<file path="config.mk">
export PLATFORM = sky130hd
export DESIGN_NAME = dsvl_mid
export DESIGN_NICKNAME = d
export VERILOG_FILES = /design/src/design/dsvl_pkg.sv /design/src/design/dsvl_mid.sv
export SDC_FILE = /design/constraint.sdc
export NUM_CORES = 1
export LEC_CHECK = 0
export ABC_AREA = 1
export BUFFER_PORTS_ARGS = -buffer_cell sky130_fd_sc_hd__buf_2
export CORE_MARGIN = 5
export CORE_UTILIZATION = 25
export DETAILED_ROUTE_END_ITERATION = 6
export HOLD_SLACK_MARGIN = 0.06
export PLACE_DENSITY_LB_ADDON = 0.2
export SLEW_MARGIN = 20
export SYNTH_ARGS = -nofsm -noshare
export SYNTH_HDL_FRONTEND = slang
export SYNTH_SLANG_ARGS = --single-unit
export TNS_END_PERCENT = 100
</file>
<file path="constraint.sdc">
create_clock -name clk -period 7.9 [get_ports clk]
set_input_delay 0.79 -clock clk [delete_from_list [all_inputs] [get_ports clk]]
set_output_delay 0.79 -clock clk [all_outputs]
set_load 0.02 [all_outputs]
</file>
<file path="src/design/dsvl_pkg.sv">
// ----------------------------------------------------------------------------
// dsvl_pkg
// Shared types, constants and helpers of the dual-screen viewport layout.
// ----------------------------------------------------------------------------
package dsvl_pkg;

  localparam int COORD_BITS = 13;
  localparam int DIM_W      = 13;
  localparam int REG_W      = 12;
  localparam int CFG_IDX_W  = 2;
  localparam int DEN_W      = REG_W + 1;
  localparam int PROD_W     = DIM_W + REG_W + 1;
  localparam int NUM_W      = 37;
  localparam int VAL_W      = NUM_W + 3;
  localparam int IN_DATA_W  = ((2 * DIM_W + 7) / 8) * 8;
  localparam int OUT_DATA_W = ((8 * COORD_BITS + 7) / 8) * 8;

  localparam logic [REG_W-1:0] RST_UPPER_W = REG_W'(400);
  localparam logic [REG_W-1:0] RST_UPPER_H = REG_W'(240);
  localparam logic [REG_W-1:0] RST_LOWER_W = REG_W'(320);
  localparam logic [REG_W-1:0] RST_LOWER_H = REG_W'(240);

  typedef enum logic [CFG_IDX_W-1:0] {
    REG_UPPER_W = 2'd0,
    REG_UPPER_H = 2'd1,
    REG_LOWER_W = 2'd2,
    REG_LOWER_H = 2'd3
  } cfg_reg_t;

  typedef enum logic [1:0] {
    LAY_STACK  = 2'd0,
    LAY_SINGLE = 2'd1,
    LAY_LARGE  = 2'd2
  } layout_t;

  typedef logic signed [VAL_W-1:0] val_t;

  localparam val_t COORD_MAX = val_t'((1 << COORD_BITS) - 1);

  typedef struct packed {
    logic [REG_W-1:0] tw;
    logic [REG_W-1:0] th;
    logic [REG_W-1:0] bw;
    logic [REG_W-1:0] bh;
  } cfg_t;

  typedef struct packed {
    logic [DIM_W-1:0] w;
    logic [DIM_W-1:0] h;
    layout_t          mode;
    logic             swap;
    logic             cond;
    logic             neg;
    val_t             v1;
  } ctx_t;

  typedef struct packed {
    logic [DEN_W-1:0] rem;
    logic [NUM_W-1:0] nq;
    logic [DEN_W-1:0] den;
  } div_st_t;

  typedef struct packed {
    logic [COORD_BITS-1:0] up_l;
    logic [COORD_BITS-1:0] up_r;
    logic [COORD_BITS-1:0] up_t;
    logic [COORD_BITS-1:0] up_b;
    logic [COORD_BITS-1:0] lo_l;
    logic [COORD_BITS-1:0] lo_r;
    logic [COORD_BITS-1:0] lo_t;
    logic [COORD_BITS-1:0] lo_b;
    logic                  up_shown;
    logic                  lo_shown;
  } res_t;

  // one restoring division step, one quotient bit
  function automatic div_st_t div_step(div_st_t s);
    logic [DEN_W:0] t;
    logic           ge;
    div_st_t        o;
    t     = {s.rem, s.nq[NUM_W-1]};
    ge    = (t >= {1'b0, s.den});
    o.den = s.den;
    o.rem = ge ? DEN_W'(t - {1'b0, s.den}) : t[DEN_W-1:0];
    o.nq  = {s.nq[NUM_W-2:0], ge};
    return o;
  endfunction

  function automatic val_t to_val(logic [NUM_W-1:0] x);
    return $signed(VAL_W'(x));
  endfunction

  function automatic logic [COORD_BITS-1:0] sat_coord(val_t v);
    if (v < 0) begin
      return '0;
    end else if (v > COORD_MAX) begin
      return '1;
    end
    return v[COORD_BITS-1:0];
  endfunction

  // primary screen: the upper one unless swapped (stacked always uses upper)
  function automatic logic [REG_W-1:0] prim_w(cfg_t c, layout_t m, logic s);
    return (m != LAY_STACK && s) ? c.bw : c.tw;
  endfunction

  function automatic logic [REG_W-1:0] prim_h(cfg_t c, layout_t m, logic s);
    return (m != LAY_STACK && s) ? c.bh : c.th;
  endfunction

  function automatic logic [REG_W-1:0] side_w(cfg_t c, logic s);
    return s ? c.tw : c.bw;
  endfunction

  function automatic logic [REG_W-1:0] side_h(cfg_t c, logic s);
    return s ? c.th : c.bh;
  endfunction

endpackage

</file>
<file path="src/design/dsvl_mid.sv">
// ----------------------------------------------------------------------------
// dsvl_mid
// Rounds the first quotient and sets up the second division.
// ----------------------------------------------------------------------------
module dsvl_mid (
  input  logic                        clk,
  input  logic                        rst,
  input  logic                        en,
  input  dsvl_pkg::cfg_t              cfg,
  input  logic                        in_valid,
  input  logic [dsvl_pkg::NUM_W-1:0]  quo,
  input  logic [dsvl_pkg::DEN_W-1:0]  rem,
  input  logic [dsvl_pkg::DEN_W-1:0]  div_den,
  input  dsvl_pkg::ctx_t              in_ctx,
  output logic                        out_valid,
  output logic [dsvl_pkg::NUM_W-1:0]  num,
  output logic [dsvl_pkg::DEN_W-1:0]  den,
  output dsvl_pkg::ctx_t              ctx
);

  logic                         a_vld;
  dsvl_pkg::ctx_t               a_ctx;
  dsvl_pkg::ctx_t               ctx_c;
  dsvl_pkg::val_t               rnd;
  logic                         up_c;
  logic [dsvl_pkg::PROD_W-1:0]  span;
  logic [dsvl_pkg::NUM_W-1:0]   num_b;
  logic [dsvl_pkg::DEN_W-1:0]   den_b;

  always_comb begin
    up_c     = ({rem, 1'b0} >= {1'b0, div_den});
    rnd      = dsvl_pkg::to_val(quo) + dsvl_pkg::to_val(dsvl_pkg::NUM_W'(up_c));
    ctx_c    = in_ctx;
    ctx_c.v1 = in_ctx.neg ? -rnd : rnd;
  end

  always_ff @(posedge clk) begin
    if (rst) begin
      a_vld <= 1'b0;
    end else if (en) begin
      a_vld <= in_valid;
    end
  end

  always_ff @(posedge clk) begin
    if (en) begin
      a_ctx <= ctx_c;
    end
  end

  always_comb begin
    span = a_ctx.cond ? dsvl_pkg::PROD_W'(a_ctx.w) : a_ctx.v1[dsvl_pkg::PROD_W-1:0];
    case (a_ctx.mode)
      dsvl_pkg::LAY_SINGLE: begin
        num_b = '0;
        den_b = dsvl_pkg::DEN_W'(1);
      end
      dsvl_pkg::LAY_LARGE: begin
        num_b = dsvl_pkg::NUM_W'(a_ctx.h) *
                dsvl_pkg::NUM_W'(dsvl_pkg::prim_w(cfg, a_ctx.mode, a_ctx.swap));
        den_b = dsvl_pkg::DEN_W'(dsvl_pkg::prim_h(cfg, a_ctx.mode, a_ctx.swap));
      end
      default: begin
        num_b = dsvl_pkg::NUM_W'(cfg.bw) * dsvl_pkg::NUM_W'(span);
        den_b = dsvl_pkg::DEN_W'(cfg.tw);
      end
    endcase
  end

  always_ff @(posedge clk) begin
    if (rst) begin
      out_valid <= 1'b0;
    end else if (en) begin
      out_valid <= a_vld;
    end
  end

  always_ff @(posedge clk) begin
    if (en) begin
      num <= num_b;
      den <= den_b;
      ctx <= a_ctx;
    end
  end

endmodule

</file>
==> impl_metrics.py, run 1 <==
metrics = {
    "status": {
        "status": "completed",
    },
    "run": {
        "drv_cap": 0,
    },
    "cts": {
        "post_cts_buffers": 0,
        "clock_latency_ns": 0.52,
        "cts.path.max_buffers": 2,
        "cts_resized": 0,
        "cts_made_buffers": 17,
        "htree_levels": 4,
        "cts.sinks": 193,
        "tritoncts": "yes",
        "clock-root-buffer": "clkbuf_16",
        "cts.hold.buffers_added": 0,
        "clkTransAtPathRegs_ns": 0.08,
    },
    "timing": {
        "period_minus_slack_ns": 7.166,
        "worst_pin_slew_ns": 1.030,
        "clock_skew_ns": 0.01567,
        "slew_violations": 0,
        "setup_slack_ns": 0.7339,
        "final.period_utilization_pct": 90.71,
        "setup_tns_ns": 0,
        "max_slew_margin_pct": 30.90,
        "fmax_ghz": 0.1395,
        "hold_viol": 0,
        "final-setup-viol-count": 0,
        "rsz0062_at_grt": "no",
    },
    "synth": {
        "syn_area_per_cell_um2": 8.280,
        "synth_xor_xnor_area_share_pct": 1.703,
        "synthAdderAreaFrac_pct": 36.88,
        "synth.area.mux_share_pct": 0,
        "synthArstFlopShare_pct": 0,
        "ys.flop_type": "edfxtp_1",
        "synth-simple-area-share_pct": 20.66,
        "synth_warnings": 0,
        "ys_ff_latch": 193,
        "synthCells": 2919,
        "syn_nets": 3608,
        "netlist-cell-type-count": 44,
        "synth_edf_count": 191,
        "synth_top_family_by_area": "adder cells",
        "seq_area_frac_synth_pct": 23.90,
        "synth_compound_area_share_pct": 5.659,
        "synth_area_um2": 24170,
    },
    "worst_setup_path": {
        "critical_path_depth": 28,
        "cp_num_buf_inv": 9,
        "path_common_cell": "inv_1",
        "worstPathArrival_ns": 7.40,
        "cp_top_family": "adder cells",
        "critPathKind": "reg2reg",
        "cp_max_fo": 21,
        "critPathRequiredTime_ns": 8.13,
        "cpMaxStageDelayCell": "fa_1",
        "start_kind": "flop",
        "max_stage_delay_ns": 0.55,
        "reg2reg_depth": 28,
        "endpoint_kind": "flop",
    },
    "placement": {
        "portBuffers": 266,
        "dp_hpwl_um": 63700,
        "routabilityCongestion": 0.8377,
        "pre_cts_slack_ns": 0.7754,
    },
    "finish": {
        "post-route-util_pct": 28.70,
        "seqCellArea_um2": 5776,
        "multi_input_area_um2": 15690,
        "drive_above_1_share_pct": 12.32,
        "filler_cell_count": 10507,
        "syn_to_final_growth_pct": 14.31,
        "nNetsFinal": 3850,
    },
    "worst_hold_path": {
        "min_path_type": "reg2reg",
        "min_delay_path_depth": 0,
    },
    "grt": {
        "grt-ovfl-total": 0,
        "grt_max_degree": 70,
        "antenna_found_initial": 2,
        "grtUsageTotal_pct": 15.03,
        "grt_pass1_vias": 20412,
        "grt_pass1_wl_um": 119200,
    },
    "routing": {
        "dr.pass1.iters": 5,
        "antenna_left": 0,
        "num_vias": 19072,
        "wirelength_um": 76000,
        "route.detailed.drc": 0,
        "wl_per_cell_um": 17.07,
        "routed_via_density": 4.285,
        "drtIter0Drc": 992,
    },
    "power_and_ir_drop": {
        "power_density_nw_per_um2": 473.4,
        "total_power_w": 0.01308,
        "leakage_nw": 13.52,
        "ir_drop_mv": 0.4189,
    },
    "die": {
        "io_pins": 308,
        "design.die.area_um2": 103000,
        "dieWidth_um": 320.9,
        "fp.dieH_um": 320.9,
        "core_um2": 96280,
        "initial_core_util_pct": 25.10,
        "rows": 114,
    },
}
-- Yosys cell counts, types with 12 or more instances --
master	n	area (um^2)
a21oi_1	83	415.4
clkbuf_1	56	210.2
clkinv_1	13	48.80
edfxtp_1	191	5736
fa_1	349	6987
ha_1	154	1927
inv_1	640	2402
nand2_1	685	2571
nand2_2	18	112.6
nand3_1	80	400.4
nand4_1	17	106.4
nor2_1	335	1257
o21ai_0	91	455.4
o21ai_1	12	60.06
o22ai_1	16	100.1
or2_2	30	187.7
xnor2_1	20	175.2
xor2_1	27	236.5
-- worst register-to-register path: cells and delay by family (launching register included) --
| family | cells | cell delay [ns] |
|---|---|---|
| AND/OR/NAND/NOR | 7 | 0.85 |
| adder cells (fa/ha/maj) | 7 | 2.89 |
| flip-flops | 1 | 0.38 |
| AO/OA/AOI/OAI | 5 | 1.42 |
| buffers and inverters | 9 | 1.34 |
-- power by group --
| group | switching (W) | internal [W] | leakage, nW |
|---|---|---|---|
| Clock | 0.000463 | 0.000451 | 0.289 |
| Combinational | 0.00693 | 0.00372 | 11.3 |
| Sequential | 0.0000715 | 0.00144 | 1.91 |
-- area by class of cell --
class | instances | share of cell area [%]
antenna | 1 | 0.009058
clock buffer | 18 | 1.553
clock inverter | 14 | 0.6250
inverter | 654 | 8.885
multi-input combinational | 2007 | 56.79
sequential | 193 | 20.90
tap | 1276 | 5.779
timing repair buffer | 288 | 5.453
-- path summary, 6_finish.rpt --
check | startpoint | endpoint | slack (ns)
worst max-delay path | a_ctx[43]$_DFFE_PP_ | num[17]$_DFFE_PP_ | 0.73
worst min-delay path | a_ctx[40]$_DFFE_PP_ | ctx[40]$_DFFE_PP_ | 0.42
worst max register to register | a_ctx[43]$_DFFE_PP_ | num[17]$_DFFE_PP_ | 0.73
worst min register to register | a_ctx[40]$_DFFE_PP_ | ctx[40]$_DFFE_PP_ | 0.42
-- logic make-up (layout without fill, tap and decap cells) --
| family | Yosys count | in the layout |
|---|---|---|
| buffers and inverters | 719 | 974 |
| adders and majority gates | 503 | 503 |
| and+or+nand+nor | 1211 | 1211 |
| other | 1 | 2 |
| AOI/OAI and AO/OA | 245 | 245 |
| xor gates and xnor gates | 47 | 47 |
| DFF | 193 | 193 |
-- metrics by stage --
| stage | instance area (um^2) | cells | hold slack, ns |
|---|---|---|---|
| after detailed placement | 27020 | 4418 | 0.4061 |
| after CTS | 27630 | 4450 | 0.3784 |
| final | 27630 | 4451 | 0.4233 |
| after global placement | 27020 | 4418 | 0.4007 |
| after floorplan | 24170 | 2919 | 0.4003 |
| after global routing | 27630 | 4450 | 0.3977 |
-- layer usage --
metal | vias up | track usage, % | wire [um]
met1 | 9260 | 18.74 | 32720
met2 | 391 | 26.66 | 37810
met3 | 73 | 2.662 | 3324
met4 | 0 | 4.410 | 2134
met5 | - | 0 | 0
li1 | 9348 | - | -
-- sequential cells by signal, indices dropped and copies added, names as in the netlist --
name       flops
a_ctx         71
ctx           71
num           37
den           12
a_vld          1
out_valid      1
-- cells in the final DEF (no fill, tap or decap), drive strengths merged, types with 6 or more instances in the layout --
cell / netlist / layout
o21a: 7 / 7
a21oi: 83 / 83
o21ai: 104 / 104
ha: 154 / 154
clkbuf: 56 / 18
nand2: 704 / 704
clkinv: 13 / 21
a31oi: 6 / 6
o22ai: 16 / 16
nand3: 83 / 83
xor2: 27 / 27
nand3b: 7 / 7
a21boi: 6 / 6
nand4: 17 / 17
or2: 30 / 30
buf: 9 / 288
xnor2: 20 / 20
edfxtp: 191 / 191
fa: 349 / 349
nor2: 353 / 353
inv: 641 / 645
nor3: 11 / 11
Note: power is estimated with default switching activity, not from simulation.
==> run 2: changes to the inputs <==
--- a/config.mk
+++ b/config.mk
@@ -6,10 +6,10 @@
 export NUM_CORES = 1
 export LEC_CHECK = 0
 export ABC_AREA = 1
-export BUFFER_PORTS_ARGS = -buffer_cell sky130_fd_sc_hd__buf_2
 export CORE_MARGIN = 5
 export CORE_UTILIZATION = 25
 export DETAILED_ROUTE_END_ITERATION = 6
+export DONT_BUFFER_PORTS = 1
 export HOLD_SLACK_MARGIN = 0.06
 export PLACE_DENSITY_LB_ADDON = 0.2
 export SLEW_MARGIN = 20
==> impl_metrics.py, run 2 (synthesized netlist as in run 1, its figures left out) <==
metrics = {
    "cts": {
        "clkTransAtPathRegs_ns": 0.09,
        "cts.hold.buffers_added": 0,
        "tritoncts": "yes",
        "clock_latency_ns": 0.51,
        "htree_levels": 4,
        "post_cts_buffers": 0,
        "cts_made_buffers": 17,
        "cts_resized": 0,
        "cts.sinks": 193,
        "clock-root-buffer": "clkbuf_16",
        "cts.path.max_buffers": 2,
    },
    "die": {
        "io_pins": 308,
        "fp.dieH_um": 320.9,
        "design.die.area_um2": 103000,
        "core_um2": 96280,
        "dieWidth_um": 320.9,
        "initial_core_util_pct": 25.10,
        "rows": 114,
    },
    "timing": {
        "fmax_ghz": 0.1401,
        "hold_viol": 0,
        "max_slew_margin_pct": 29.95,
        "rsz0062_at_grt": "no",
        "period_minus_slack_ns": 7.139,
        "final.period_utilization_pct": 90.37,
        "setup_tns_ns": 0,
        "worst_pin_slew_ns": 1.050,
        "slew_violations": 0,
        "final-setup-viol-count": 0,
        "clock_skew_ns": 0.01757,
    },
    "routing": {
        "antenna_left": 0,
        "wirelength_um": 75600,
        "route.detailed.drc": 0,
        "drtIter0Drc": 859,
        "dr.pass1.iters": 5,
        "num_vias": 18225,
        "routed_via_density": 4.359,
        "wl_per_cell_um": 18.08,
    },
    "finish": {
        "top_regs": "a_ctx (71), ctx (71), num (37)",
        "drive_above_1_share_pct": 4.201,
        "design_area_um2": 26280,
        "syn_to_final_growth_pct": 8.755,
        "nNetsFinal": 3580,
        "final_cell_mix": "685 x nand2_1, 640 x inv_1, 349 x fa_1",
        "final_common_cell": "nand2_1",
    },
    "grt": {
        "antenna_found_initial": 2,
        "grtUsageTotal_pct": 14.93,
        "grt_pass1_wl_um": 117600,
        "grt_max_degree": 195,
        "grt_pass1_vias": 19484,
        "grt-ovfl-total": 0,
    },
    "placement": {
        "portBuffers": 0,
        "routabilityCongestion": 0.8544,
        "placed_area_um2": 25650,
        "dp_hpwl_um": 62030,
    },
    "worst_setup_path": {
        "cp_max_fo": 23,
        "reg2reg_depth": 26,
        "r2r_start": "a_ctx[43]$_DFFE_PP_",
        "critPathKind": "reg2reg",
        "critPathRequiredTime_ns": 8.13,
        "start_kind": "flop",
        "endpoint_kind": "flop",
        "r2r_end": "num[14]$_DFFE_PP_",
        "startpoint": "a_ctx[43]$_DFFE_PP_",
        "worstPathArrival_ns": 7.37,
        "rrSetupSlack_ns": 0.76,
    },
    "run": {
        "drv_cap": 0,
    },
    "worst_hold_path": {
        "hold_path_startpoint": "rst",
        "min_path_type": "in2reg",
        "min_delay_path_depth": 1,
        "min_to": "out_valid$_SDFFE_PP0P_",
    },
    "status": {
        "status": "completed",
    },
}
[run 2: changes by cell type in the layout (fill, tap and decap cells not counted), sizes merged]
cell / previous run / this run
clkinvlp: 1 / 0
inv: 645 / 649
bufinv: 1 / 0
clkbuf: 18 / 17
clkinv: 21 / 20
buf: 288 / 18
[run 2: routing by layer]
| metal | routed length, um | global-route usage (%) |
|---|---|---|
| met3 | 3732 | 2.687 |
| met5 | 0 | 0 |
| met2 | 37600 | 26.29 |
| met4 | 1813 | 4.352 |
| met1 | 32460 | 18.75 |
[run 2: how the worst max path moves through the flow]
| stage | end | slack, ns | cells past startpoint |
|---|---|---|---|
| finish | num[14]$_DFFE_PP_ | 0.76 | 26 |
| global route | num[14]$_DFFE_PP_ | 0.33 | 26 |
| CTS | num[14]$_DFFE_PP_ | 0.89 | 26 |
| detailed placement | num[14]$_DFFE_PP_ | 0.92 | 26 |
| global placement | num[14]$_DFFE_PP_ | 0.89 | 26 |
| floorplan | num[14]$_DFFE_PP_ | 1.91 | 24 |
[run 2: final cells by class]
cell class,instances,area (um^2)
Antenna cell,1,2.502
Clock buffer,17,425.4
Clock inverter,15,203.9
Fill cell,10516,70000
Inverter,654,2455
Multi-Input combinational cell,2007,15690
Sequential cell,193,5776
Tap cell,1276,1597
Timing Repair Buffer,18,135.1
[run 2: per-stage QoR]
step | util (%) | hold slack, ns | setup WS, ns | cells
floorplan | - | 0.4003 | 1.912 | 2919
global placement | 26.64 | 0.4028 | 0.8905 | 4148
detailed placement | 26.64 | 0.4045 | 0.9192 | 4148
CTS | 27.30 | 0.2605 | 0.8883 | 4180
global route | 27.30 | 0.2754 | 0.3311 | 4180
finish | 27.30 | 0.3265 | 0.7605 | 4181
[run 2: critical path, cell delays in order, from the launching register on]
cell      delay, ns
edfxtp_1       0.39
inv_1          0.07
ha_1           0.19
nor2_1         0.18
inv_1          0.08
buf_4          0.21
o21ai_0        0.44
clkinv_1       0.47
nand2_1        0.19
fa_1           0.46
fa_1           0.53
inv_1          0.04
ha_1           0.31
fa_1           0.57
inv_1          0.06
fa_1           0.53
inv_1          0.04
ha_1           0.34
inv_1          0.07
o21ai_0        0.16
inv_1          0.07
o21ai_0        0.27
a21oi_1        0.13
o21ai_0        0.49
or2_2          0.21
nand3_1        0.05
o21ai_0        0.29
Power of run 2 is left out: the tool's default activity adds up to more than one toggle a clock period on the data nets, which glitch-free logic cannot reach.
